$ cat config.mk
export PLATFORM = sky130hd
export DESIGN_NAME = pressure_window_hysteresis_lock
export DESIGN_NICKNAME = d
export VERILOG_FILES = /design/src/hdl/pwhl_pkg.sv /design/src/hdl/pwhl_ring.sv /design/src/hdl/pwhl_div.sv /design/src/hdl/pressure_window_hysteresis_lock.sv
export SDC_FILE = /design/constraint.sdc
export NUM_CORES = 2
export LEC_CHECK = 0
export ABC_AREA = 1
export BUFFER_PORTS_ARGS = -buffer_cell sky130_fd_sc_hd__buf_2
export CELL_PAD_IN_SITES_DETAIL_PLACEMENT = 0
export CELL_PAD_IN_SITES_GLOBAL_PLACEMENT = 2
export CORE_MARGIN = 3
export CORE_UTILIZATION = 43
export CTS_CLUSTER_DIAMETER = 80
export DETAILED_ROUTE_END_ITERATION = 12
export PLACE_DENSITY_LB_ADDON = 0.1
export REMOVE_ABC_BUFFERS = 1
export SYNTH_ARGS = -nofsm -noshare
export SYNTH_HDL_FRONTEND = slang
export SYNTH_SLANG_ARGS = --single-unit
$ cat constraint.sdc
create_clock -name i_clk -period 6 [get_ports i_clk]
set_clock_uncertainty 0.1 [all_clocks]
set_input_delay 0 -clock i_clk [delete_from_list [all_inputs] [get_ports i_clk]]
set_output_delay 0 -clock i_clk [all_outputs]
set_load 0.01 [all_outputs]
$ cat src/hdl/pwhl_pkg.sv
package pwhl_pkg;

    // default structural sizes
    localparam int RING_DEPTH_DEF = 60;
    localparam int NUM_PHASES_DEF = 4;

    // field widths
    localparam int COUNT_W   = 16;
    localparam int ELAPSED_W = 16;
    localparam int WINDOW_W  = 10;
    localparam int THRESH_W  = 14;
    localparam int LEN_W     = 6;
    localparam int PCT_W     = 23;
    localparam int TRANS_W   = 2;
    localparam int PHASE_W   = 2;
    localparam int NUM_LEN   = 4;

    // event_count * window_ms
    localparam int PROD_W = COUNT_W + WINDOW_W;
    // sum of up to 63 percentages
    localparam int TOT_W  = PCT_W + LEN_W;
    // shared divider sizes: dividend covers both the product and the sum
    localparam int DIV_NW = TOT_W;
    localparam int DIV_DW = 20;

    // configuration port
    localparam int CFG_IDX_W  = 3;
    localparam int CFG_DATA_W = THRESH_W;

    localparam logic [CFG_IDX_W-1:0] CFG_WINDOW = 3'd0;
    localparam logic [CFG_IDX_W-1:0] CFG_THRESH = 3'd1;
    localparam logic [CFG_IDX_W-1:0] CFG_LEN0   = 3'd2;
    localparam logic [CFG_IDX_W-1:0] CFG_LEN1   = 3'd3;
    localparam logic [CFG_IDX_W-1:0] CFG_LEN2   = 3'd4;
    localparam logic [CFG_IDX_W-1:0] CFG_LEN3   = 3'd5;

    // configuration reset values
    localparam logic [WINDOW_W-1:0] WINDOW_RST = 10'd500;
    localparam logic [THRESH_W-1:0] THRESH_RST = 14'd50;
    localparam logic [LEN_W-1:0]    LEN0_RST   = 6'd1;
    localparam logic [LEN_W-1:0]    LEN1_RST   = 6'd4;
    localparam logic [LEN_W-1:0]    LEN2_RST   = 6'd8;
    localparam logic [LEN_W-1:0]    LEN3_RST   = 6'd10;

    // transition codes
    localparam logic [TRANS_W-1:0] TR_NONE = 2'd0;
    localparam logic [TRANS_W-1:0] TR_SET  = 2'd1;
    localparam logic [TRANS_W-1:0] TR_REL  = 2'd2;

endpackage

$ cat src/hdl/pwhl_ring.sv
module pwhl_ring #(
    parameter int DEPTH = pwhl_pkg::RING_DEPTH_DEF,
    parameter int AW    = $clog2(DEPTH),
    parameter int DW    = pwhl_pkg::PCT_W
) (
    input  logic          i_clk,
    input  logic          i_rst_n,
    input  logic          i_we,
    input  logic [AW-1:0] i_waddr,
    input  logic [DW-1:0] i_wdata,
    input  logic          i_re,
    input  logic [AW-1:0] i_raddr,
    output logic [DW-1:0] o_rdata
);

    logic [DW-1:0] r_mem [DEPTH];
    logic [DEPTH-1:0] r_vld;
    logic [DW-1:0] r_rdata;
    logic          r_rvld;

    // storage array, no reset
    always_ff @(posedge i_clk) begin
        if (i_we) begin
            r_mem[i_waddr] <= i_wdata;
        end
        if (i_re) begin
            r_rdata <= r_mem[i_raddr];
        end
    end

    // per-entry written flags, an unwritten entry reads as zero
    always_ff @(posedge i_clk) begin
        if (!i_rst_n) begin
            r_vld  <= '0;
            r_rvld <= 1'b0;
        end else begin
            if (i_we) begin
                r_vld[i_waddr] <= 1'b1;
            end
            if (i_re) begin
                r_rvld <= r_vld[i_raddr];
            end
        end
    end

    assign o_rdata = r_rvld ? r_rdata : '0;

endmodule

$ cat src/hdl/pwhl_div.sv
module pwhl_div #(
    parameter int NW = pwhl_pkg::DIV_NW,
    parameter int DW = pwhl_pkg::DIV_DW
) (
    input  logic          i_clk,
    input  logic          i_rst_n,
    input  logic          i_start,
    input  logic [NW-1:0] i_dividend,
    input  logic [DW-1:0] i_divisor,
    output logic          o_done,
    output logic [NW-1:0] o_quot
);

    localparam int CW = $clog2(NW + 1);

    logic          r_busy;
    logic          r_done;
    logic [CW-1:0] r_cnt;
    logic [NW-1:0] r_quo;
    logic [DW-1:0] r_rem;
    logic [DW-1:0] r_dvsr;
    logic [DW:0]   shifted;
    logic [DW:0]   diff;
    logic          qbit;

    // one restoring step: shift in next dividend bit, try subtract
    always_comb begin
        shifted = {r_rem, r_quo[NW-1]};
        diff    = shifted - {1'b0, r_dvsr};
        qbit    = (shifted >= {1'b0, r_dvsr});
    end

    // control
    always_ff @(posedge i_clk) begin
        if (!i_rst_n) begin
            r_busy <= 1'b0;
            r_done <= 1'b0;
            r_cnt  <= '0;
        end else begin
            r_done <= 1'b0;
            if (i_start) begin
                r_busy <= 1'b1;
                r_cnt  <= CW'(NW);
            end else if (r_busy) begin
                r_cnt <= r_cnt - 1'b1;
                if (r_cnt == CW'(1)) begin
                    r_busy <= 1'b0;
                    r_done <= 1'b1;
                end
            end
        end
    end

    // datapath
    always_ff @(posedge i_clk) begin
        if (i_start) begin
            r_quo  <= i_dividend;
            r_rem  <= '0;
            r_dvsr <= i_divisor;
        end else if (r_busy) begin
            r_quo <= {r_quo[NW-2:0], qbit};
            r_rem <= qbit ? diff[DW-1:0] : shifted[DW-1:0];
        end
    end

    assign o_done = r_done;
    assign o_quot = r_quo;

endmodule

$ cat src/hdl/pressure_window_hysteresis_lock.sv
// the shared bit-serial divider runs twice per transaction (pressure, then average); between
// the two runs the ring is swept one entry per cycle over N entries, N = active phase length;
// when N is zero the sweep reads nothing and the second division is skipped
// one transaction at a time: a new one is taken only in idle, also while a result waits
// reset: synchronous active low; clears phase, lock, write pointer, ring written flags,
// output valid, and loads configuration defaults
module pressure_window_hysteresis_lock #(
    parameter int RING_DEPTH = pwhl_pkg::RING_DEPTH_DEF,
    parameter int NUM_PHASES = pwhl_pkg::NUM_PHASES_DEF
) (
    input  logic                                i_clk,
    input  logic                                i_rst_n,
    input  logic                                i_in_valid,
    output logic                                o_in_stall,
    input  logic [pwhl_pkg::COUNT_W-1:0]        i_event_count,
    input  logic [pwhl_pkg::ELAPSED_W-1:0]      i_elapsed_seconds,
    output logic                                o_out_valid,
    input  logic                                i_out_stall,
    output logic                                o_pressure_lock,
    output logic [pwhl_pkg::TRANS_W-1:0]        o_transition,
    output logic [pwhl_pkg::PHASE_W-1:0]        o_phase_now,
    output logic [pwhl_pkg::PCT_W-1:0]          o_window_average,
    input  logic                                i_cfg_valid,
    output logic                                o_cfg_ready,
    input  logic [pwhl_pkg::CFG_IDX_W-1:0]      i_cfg_index,
    input  logic [pwhl_pkg::CFG_DATA_W-1:0]     i_cfg_data
);

    localparam int AW  = $clog2(RING_DEPTH);
    localparam int PW  = $clog2(NUM_PHASES);
    localparam int LIW = $clog2(pwhl_pkg::NUM_LEN);
    localparam logic [PW-1:0] PHASE_TOP = PW'(NUM_PHASES - 1);

    typedef enum logic [7:0] {
        S_IDLE  = 8'b0000_0001,
        S_MUL   = 8'b0000_0010,
        S_DIV1  = 8'b0000_0100,
        S_READ  = 8'b0000_1000,
        S_DIV2  = 8'b0001_0000,
        S_DONE  = 8'b0010_0000,
        S_SPARE = 8'b0100_0000,
        S_HOLD  = 8'b1000_0000
    } t_state;

    // configuration
    logic [pwhl_pkg::WINDOW_W-1:0] r_window;
    logic [pwhl_pkg::THRESH_W-1:0] r_thresh;
    logic [pwhl_pkg::LEN_W-1:0]    r_len [pwhl_pkg::NUM_LEN];

    // control and datapath registers
    t_state                          r_state,     n_state;
    logic [pwhl_pkg::COUNT_W-1:0]    r_count,     n_count;
    logic [pwhl_pkg::ELAPSED_W-1:0]  r_elapsed,   n_elapsed;
    logic [pwhl_pkg::PROD_W-1:0]     r_prod,      n_prod;
    logic [pwhl_pkg::DIV_DW-1:0]     r_dvsr,      n_dvsr;
    logic [pwhl_pkg::LEN_W-1:0]      r_n,         n_n;
    logic [pwhl_pkg::LEN_W-1:0]      r_left,      n_left;
    logic [pwhl_pkg::TOT_W-1:0]      r_total,     n_total;
    logic [pwhl_pkg::PCT_W-1:0]      r_avg,       n_avg;
    logic [AW-1:0]                   r_wp,        n_wp;
    logic [AW-1:0]                   r_rd_pos,    n_rd_pos;
    logic                            r_pend,      n_pend;
    logic                            r_go,        n_go;
    logic [PW-1:0]                   r_phase,     n_phase;
    logic                            r_lock,      n_lock;
    logic                            r_out_valid, n_out_valid;
    logic                            r_out_hp,    n_out_hp;
    logic [pwhl_pkg::TRANS_W-1:0]    r_out_tr,    n_out_tr;
    logic [pwhl_pkg::PHASE_W-1:0]    r_out_ph,    n_out_ph;
    logic [pwhl_pkg::PCT_W-1:0]      r_out_avg,   n_out_avg;

    // sub-unit hookup
    logic                            ring_we;
    logic                            ring_re;
    logic [pwhl_pkg::PCT_W-1:0]      ring_rdata;
    logic                            div_done;
    logic [pwhl_pkg::DIV_NW-1:0]     div_quot;
    logic [pwhl_pkg::DIV_NW-1:0]     div_dividend;
    logic [pwhl_pkg::DIV_DW-1:0]     div_divisor;

    // phase update helpers
    logic [pwhl_pkg::LEN_W-1:0]      sel_len;
    logic                            step_up;
    logic [PW-1:0]                   upd_phase;
    logic                            upd_lock;
    logic [pwhl_pkg::TRANS_W-1:0]    upd_tr;
    logic                            out_free;

    // configuration writes, port never stalls
    assign o_cfg_ready = 1'b1;

    always_ff @(posedge i_clk) begin
        if (!i_rst_n) begin
            r_window <= pwhl_pkg::WINDOW_RST;
            r_thresh <= pwhl_pkg::THRESH_RST;
            r_len[0] <= pwhl_pkg::LEN0_RST;
            r_len[1] <= pwhl_pkg::LEN1_RST;
            r_len[2] <= pwhl_pkg::LEN2_RST;
            r_len[3] <= pwhl_pkg::LEN3_RST;
        end else if (i_cfg_valid && o_cfg_ready) begin
            unique case (i_cfg_index)
                pwhl_pkg::CFG_WINDOW: r_window <= i_cfg_data[pwhl_pkg::WINDOW_W-1:0];
                pwhl_pkg::CFG_THRESH: r_thresh <= i_cfg_data;
                pwhl_pkg::CFG_LEN0:   r_len[0] <= i_cfg_data[pwhl_pkg::LEN_W-1:0];
                pwhl_pkg::CFG_LEN1:   r_len[1] <= i_cfg_data[pwhl_pkg::LEN_W-1:0];
                pwhl_pkg::CFG_LEN2:   r_len[2] <= i_cfg_data[pwhl_pkg::LEN_W-1:0];
                pwhl_pkg::CFG_LEN3:   r_len[3] <= i_cfg_data[pwhl_pkg::LEN_W-1:0];
                default: ;
            endcase
        end
    end

    // phase length lookup, phases past the last register share it
    always_comb begin
        sel_len = r_len[pwhl_pkg::NUM_LEN-1];
        for (int i = 0; i < pwhl_pkg::NUM_LEN - 1; i++) begin
            if (int'(r_phase) == i) begin
                sel_len = r_len[LIW'(i)];
            end
        end
    end

    // hysteresis step with clamping at both ends
    always_comb begin
        step_up   = ({(pwhl_pkg::PCT_W - pwhl_pkg::THRESH_W)'(0), r_thresh} < r_avg);
        upd_phase = r_phase;
        upd_lock  = r_lock;
        upd_tr    = pwhl_pkg::TR_NONE;
        if (step_up) begin
            if (int'(r_phase) + 1 >= NUM_PHASES - 1) begin
                upd_phase = PHASE_TOP;
                if (!r_lock) begin
                    upd_lock = 1'b1;
                    upd_tr   = pwhl_pkg::TR_SET;
                end
            end else begin
                upd_phase = r_phase + 1'b1;
            end
        end else begin
            if (r_phase == '0) begin
                if (r_lock) begin
                    upd_lock = 1'b0;
                    upd_tr   = pwhl_pkg::TR_REL;
                end
            end else begin
                upd_phase = r_phase - 1'b1;
            end
        end
    end

    // shared divider operands: pressure first, then the window average
    assign div_dividend = (r_state == S_DIV2) ? r_total
                                              : pwhl_pkg::DIV_NW'(r_prod);
    assign div_divisor  = (r_state == S_DIV2) ? pwhl_pkg::DIV_DW'(r_n) : r_dvsr;

    assign ring_we  = (r_state == S_DIV1) && div_done;
    assign ring_re  = (r_state == S_READ) && (r_left != '0);
    assign out_free = !r_out_valid || !i_out_stall;

    // sequencer
    always_comb begin
        n_state     = r_state;
        n_count     = r_count;
        n_elapsed   = r_elapsed;
        n_prod      = r_prod;
        n_dvsr      = r_dvsr;
        n_n         = r_n;
        n_left      = r_left;
        n_total     = r_total;
        n_avg       = r_avg;
        n_wp        = r_wp;
        n_rd_pos    = r_rd_pos;
        n_pend      = 1'b0;
        n_go        = 1'b0;
        n_phase     = r_phase;
        n_lock      = r_lock;
        n_out_valid = r_out_valid && i_out_stall;
        n_out_hp    = r_out_hp;
        n_out_tr    = r_out_tr;
        n_out_ph    = r_out_ph;
        n_out_avg   = r_out_avg;
        unique case (r_state)
            S_IDLE: begin
                if (i_in_valid) begin
                    n_count   = i_event_count;
                    n_elapsed = i_elapsed_seconds;
                    n_state   = S_MUL;
                end
            end
            S_MUL: begin
                // percent = count*window*100 / (elapsed*1000) = count*window / (10*elapsed)
                n_prod = pwhl_pkg::PROD_W'(r_count) * pwhl_pkg::PROD_W'(r_window);
                if (r_elapsed == '0) begin
                    n_dvsr = pwhl_pkg::DIV_DW'(10);
                end else begin
                    n_dvsr = (pwhl_pkg::DIV_DW'(r_elapsed) << 3)
                           + (pwhl_pkg::DIV_DW'(r_elapsed) << 1);
                end
                n_n     = sel_len;
                n_go    = 1'b1;
                n_state = S_DIV1;
            end
            S_DIV1: begin
                if (div_done) begin
                    n_wp     = (r_wp == AW'(RING_DEPTH - 1)) ? '0 : r_wp + 1'b1;
                    n_rd_pos = r_wp;
                    n_left   = r_n;
                    n_total  = '0;
                    n_state  = S_READ;
                end
            end
            S_READ: begin
                // read issued one cycle, accumulated the next
                if (r_pend) begin
                    n_total = r_total + pwhl_pkg::TOT_W'(ring_rdata);
                end
                if (r_left != '0) begin
                    n_rd_pos = (r_rd_pos == '0) ? AW'(RING_DEPTH - 1) : r_rd_pos - 1'b1;
                    n_left   = r_left - 1'b1;
                    n_pend   = 1'b1;
                end else if (!r_pend) begin
                    if (r_n == '0) begin
                        n_avg   = '0;
                        n_state = S_DONE;
                    end else begin
                        n_go    = 1'b1;
                        n_state = S_DIV2;
                    end
                end
            end
            S_DIV2: begin
                // a total below N divides to zero by itself
                if (div_done) begin
                    n_avg   = div_quot[pwhl_pkg::PCT_W-1:0];
                    n_state = S_DONE;
                end
            end
            S_DONE: begin
                if (out_free) begin
                    n_phase     = upd_phase;
                    n_lock      = upd_lock;
                    n_out_valid = 1'b1;
                    n_out_hp    = upd_lock;
                    n_out_tr    = upd_tr;
                    n_out_ph    = pwhl_pkg::PHASE_W'(upd_phase);
                    n_out_avg   = r_avg;
                    n_state     = S_IDLE;
                end
            end
            default: begin
                n_state = S_IDLE;
            end
        endcase
    end

    always_ff @(posedge i_clk) begin
        if (!i_rst_n) begin
            r_state     <= S_IDLE;
            r_wp        <= '0;
            r_pend      <= 1'b0;
            r_go        <= 1'b0;
            r_phase     <= '0;
            r_lock      <= 1'b0;
            r_out_valid <= 1'b0;
        end else begin
            r_state     <= n_state;
            r_wp        <= n_wp;
            r_pend      <= n_pend;
            r_go        <= n_go;
            r_phase     <= n_phase;
            r_lock      <= n_lock;
            r_out_valid <= n_out_valid;
        end
    end

    // payload registers
    always_ff @(posedge i_clk) begin
        r_count   <= n_count;
        r_elapsed <= n_elapsed;
        r_prod    <= n_prod;
        r_dvsr    <= n_dvsr;
        r_n       <= n_n;
        r_left    <= n_left;
        r_total   <= n_total;
        r_avg     <= n_avg;
        r_rd_pos  <= n_rd_pos;
        r_out_hp  <= n_out_hp;
        r_out_tr  <= n_out_tr;
        r_out_ph  <= n_out_ph;
        r_out_avg <= n_out_avg;
    end

    pwhl_ring #(
        .DEPTH (RING_DEPTH),
        .AW    (AW),
        .DW    (pwhl_pkg::PCT_W)
    ) u_ring (
        .i_clk   (i_clk),
        .i_rst_n (i_rst_n),
        .i_we    (ring_we),
        .i_waddr (r_wp),
        .i_wdata (div_quot[pwhl_pkg::PCT_W-1:0]),
        .i_re    (ring_re),
        .i_raddr (r_rd_pos),
        .o_rdata (ring_rdata)
    );

    pwhl_div #(
        .NW (pwhl_pkg::DIV_NW),
        .DW (pwhl_pkg::DIV_DW)
    ) u_div (
        .i_clk      (i_clk),
        .i_rst_n    (i_rst_n),
        .i_start    (r_go),
        .i_dividend (div_dividend),
        .i_divisor  (div_divisor),
        .o_done     (div_done),
        .o_quot     (div_quot)
    );

    assign o_in_stall       = (r_state != S_IDLE);
    assign o_out_valid      = r_out_valid;
    assign o_pressure_lock  = r_out_hp;
    assign o_transition     = r_out_tr;
    assign o_phase_now      = r_out_ph;
    assign o_window_average = r_out_avg;

    // lock set only together with the lock flag high
    a_set_locks: assert property (@(posedge i_clk) disable iff (!i_rst_n)
        (o_out_valid && o_transition == pwhl_pkg::TR_SET) |-> o_pressure_lock)
        else $error("lock set reported without lock");

    // release only from phase zero with lock cleared
    a_rel_zero: assert property (@(posedge i_clk) disable iff (!i_rst_n)
        (o_out_valid && o_transition == pwhl_pkg::TR_REL)
            |-> (!o_pressure_lock && o_phase_now == '0))
        else $error("release reported off phase zero");

    // ring write and sweep read never share a cycle
    a_ring_excl: assert property (@(posedge i_clk) disable iff (!i_rst_n)
        !(ring_we && ring_re))
        else $error("ring write overlaps read");

    // finishing transaction always lands in the output register
    a_done_loads: assert property (@(posedge i_clk) disable iff (!i_rst_n)
        (r_state == S_DONE && out_free) |=> (o_out_valid && r_state == S_IDLE))
        else $error("result not loaded");

endmodule
==> results.md <==
* Number of synthesized register bits at 1781
* Sink Count at 1781
* Worst setup SP type: flip-flop
* Clock tree buffer depth at 3
* Non-filler cells, final at 10152
* Max Slew Vio Count at 0
* First-pass GRT wire length at 362000 µm
* Final #Nets at 7830
* Critical Path Sink: r_prod[25]
* Clock root buffer: clkbuf_16
* Maximum VDD drop at 289 µV
* Layout cells sized above 1 at 7.87%
* GRT Total Usage at 25.5%
* H-tree depth at 4
* Final HPWL DP at 144000 µm
* Hold Path Stages at 5
* Critical path origin: r_window[1]
* Pwr Density at 329 nW/µm²
* DRT antenna net count at 0
* Simple-gate portion of the synthesized area at 14.3%
* EDFF count, synth at 1651
* Clock slew at reported path FFs at 0.05 ns
* Routed vias at 55187
* Die area at 191000 µm²
* 1st-iter DRT viols at 5524
* IO Port Bufs at 83
* Top-Level Pins at 85
* Largest net degree at the start of global routing at 178
* Required @ worst endpoint at 6.45 ns
* Worst r2r dst: r_prod[25]
* Total grt overflow at 0
* RD Place Congestion at 0.854
* Vias in the first global route at 53381
* R2R Path Start: r_window[1]
* Via density at 5.44
* R2R setup slack at 0.66 ns
* Post-CTS setup buffers at 0
* Adder-cell share of the synthesized area at 4.99%
* Dpl cells at 9679
* Worst Setup Path Type: reg -> reg
* Clock Latency Late Sink at 0.84 ns
* Ant diodes at 0
* # resized after CTS at 0
* Main combinational cell family by area after synthesis: simple AND/OR/NAND/NOR gates
* Syn Area/Cell at 10.9 µm²
* Worst relative slew slack at 18.8%
* CP max FO at 17
* Tmin final at 5.34 ns
* Max Clock Freq at 0.187 GHz
* Final setup fails at 0
* Die extent in x at 437 µm
* Setup TNS at 0 ns
* Routed length per instance at 24.4 µm
* Cell variety after synth at 51
* Synthesized netlist cell count at 7366
* TritonCTS buffer count at 195
* Ys async rst share at 0%
* DRC at 0
* Synth-to-Final Area Change at 13.1%
* Leakage at 34.1 nW
* MaxCap Viol Count at 0
* FILL cells at 16793
* RSZ-0062 raised after global routing: false
* Core footprint at 184000 µm²
* Initial Utilization at 43.5%
* Primary FF master, synth: edfxtp_1
* Worst Path Arrival at 5.79 ns
* DRT Pass-1 Iters at 5
* Worst-Margin Slew at 1.22 ns
* Final Cycle Share at 89.0%
* CP Capture Type: flip-flop
* Fin. Hold Viols at 0
* HP Class: in -> reg
* TritonCTS clock tree: done
* Drt total wl at 248000 µm
* WHS at 0.0802 ns
* Sequential-to-total area share from yosys stat at 65.2%
* Post-Synth XOR/XNOR Area at 0.460%
* Mux contribution to synthesized area at 0%
* Initial antenna violation count at 13
* Status: complete, no violations
* R2r worst-path depth at 20
* Die Y at 437 µm
* Synth Warn # at 0
* Synthesized area at 80000 µm²
* Post-synthesis compound-gate area fraction at 9.58%
* Row cnt at 157
[how the worst min path moves through the flow]
| stage | to | startpoint |
|---|---|---|
| 6_report | r_len[0][0] | i_cfg_index[1] |
| 3_5_place_dp | r_count[7] | i_event_count[7] |
| 4_1_cts | r_len[0][0] | i_cfg_index[1] |
| 3_3_place_gp | r_elapsed[4] | i_elapsed_seconds[4] |
| 5_1_grt | r_len[0][8] | i_cfg_index[0] |
| 2_1_floorplan | r_state[0] | i_rst_n |
[power breakdown]
group	switching [mW]	leakage, nW	total (mW)	internal [mW]
combinational	2.63	15.3	4.21	1.58
clock	5.01	3.04	11.7	6.68
sequential	0.113	15.8	13.9	13.8
total	7.75	34.1	29.8	22.0
[synthesized netlist by cell type, types with 16 or more instances]
master	instances	share of area (%)
edfxtp_1	1651	62
nor2_1	1268	5.9
nand2_1	1172	5.5
o21ai_0	744	4.7
inv_1	651	3.1
nand3_1	282	1.8
a21oi_1	210	1.3
clkbuf_1	181	0.85
o22ai_1	148	1.2
ha_1	138	2.2
buf_2	136	0.85
dfxtp_1	130	3.3
o211ai_1	125	1.2
fa_1	113	2.8
o21ai_1	61	0.38
nor3_1	46	0.29
nand4_1	43	0.34
buf_4	30	0.28
a22oi_1	29	0.27
xor2_1	22	0.24
xnor2_1	20	0.22
buf_6	19	0.27
buf_1	17	0.080
o221ai_1	16	0.18
[flip-flops by register name (all words and copies together), names as in the netlist, 10 cells and up]
register / count
u_div.r_rem: 20
u_div.r_dvsr: 20
r_count: 16
r_window: 10
r_dvsr: 19
r_thresh: 14
o_window_average: 23
u_ring.r_mem: 1380
u_div.o_quot: 29
r_len: 24
u_ring.r_vld: 60
r_avg: 23
u_ring.r_rdata: 23
r_prod: 26
r_elapsed: 16
r_total: 29
[cells in the final DEF (no fill, tap or decap), types with 43 or more instances in the layout]
cell type	synthesis	routed
dfxtp_1	130	129
clkbuf_1	181	53
buf_2	136	83
nand3_1	282	282
nor3_1	46	43
fa_1	113	113
nand4_1	43	43
a21oi_1	210	210
buf_4	30	135
ha_1	138	138
nor2_2	6	54
edfxtp_1	1651	1651
nand2_1	1172	1171
clkbuf_16	0	197
inv_1	651	647
o22ai_1	148	148
o211ai_1	125	125
nor2_1	1268	1216
o21ai_1	61	61
o21ai_0	744	744
dlygate4sd3_1	0	113
[timing repair]
action,in CTS,in global routing
endpoints found under the setup margin,0,0
hold endpoints to repair,199,0
hold buffers,113,0
[kinds of logic (layout without fill, tap and decap cells)]
group                    after synthesis  count (layout)
AO/OA/AOI/OAI                       1381            1381
XOR/XNOR                              42              42
adder cells (fa/ha/maj)              251             251
buffers and inverters               1049            1371
flip-flops                          1781            1781
other                                  1               1
AND/OR/NAND/NOR                     2861            2861
[critical path: stages, from the launching register on]
cell and delay (ns):
dfxtp_1 0.73, nand2_1 0.16, fa_1 0.56, inv_1 0.05, fa_1 0.50, inv_1 0.06
fa_1 0.53, inv_1 0.05, fa_1 0.48, inv_1 0.05, fa_1 0.47, inv_1 0.04
ha_1 0.33, nand2_1 0.09, nand2_1 0.07, o21bai_1 0.18, a21oi_1 0.19, inv_1 0.10
nand3_1 0.07, nand3_1 0.08, xor2_1 0.16
[area by class of cell]
class	count	area [µm²]	area share [%]
flip-flops and latches	1781	52200	57.6
multi-input cells	4536	23600	26.1
clock buffers	261	5280	5.83
well taps	2464	3080	3.41
repair buffers	347	2890	3.19
inverters	664	2510	2.77
clock inverters	99	948	1.05
[metal layers]
metal	vias to the layer above	wire [µm]	global-route usage [%]
li1	25677	-	-
met3	302	16800	4.32
met1	27525	110000	36.5
met5	-	23	0
met2	1679	115000	40.7
met4	4	5630	6.24
[per-stage QoR]
step / instance area, µm² / setup slack [ns] / util, % / power, mW
floorplan: 78100 / -20.97 / - / 17.2
detailed placement: 83200 / 0.669 / 45.2 / 18.3
CTS: 90500 / 0.632 / 49.2 / 30.1
finish: 90500 / 0.659 / 49.2 / 29.8
global route: 90500 / 0.348 / 49.2 / 31.2
global placement: 83100 / 0.668 / 45.2 / 18.3
(Power assumes the default switching activity.)
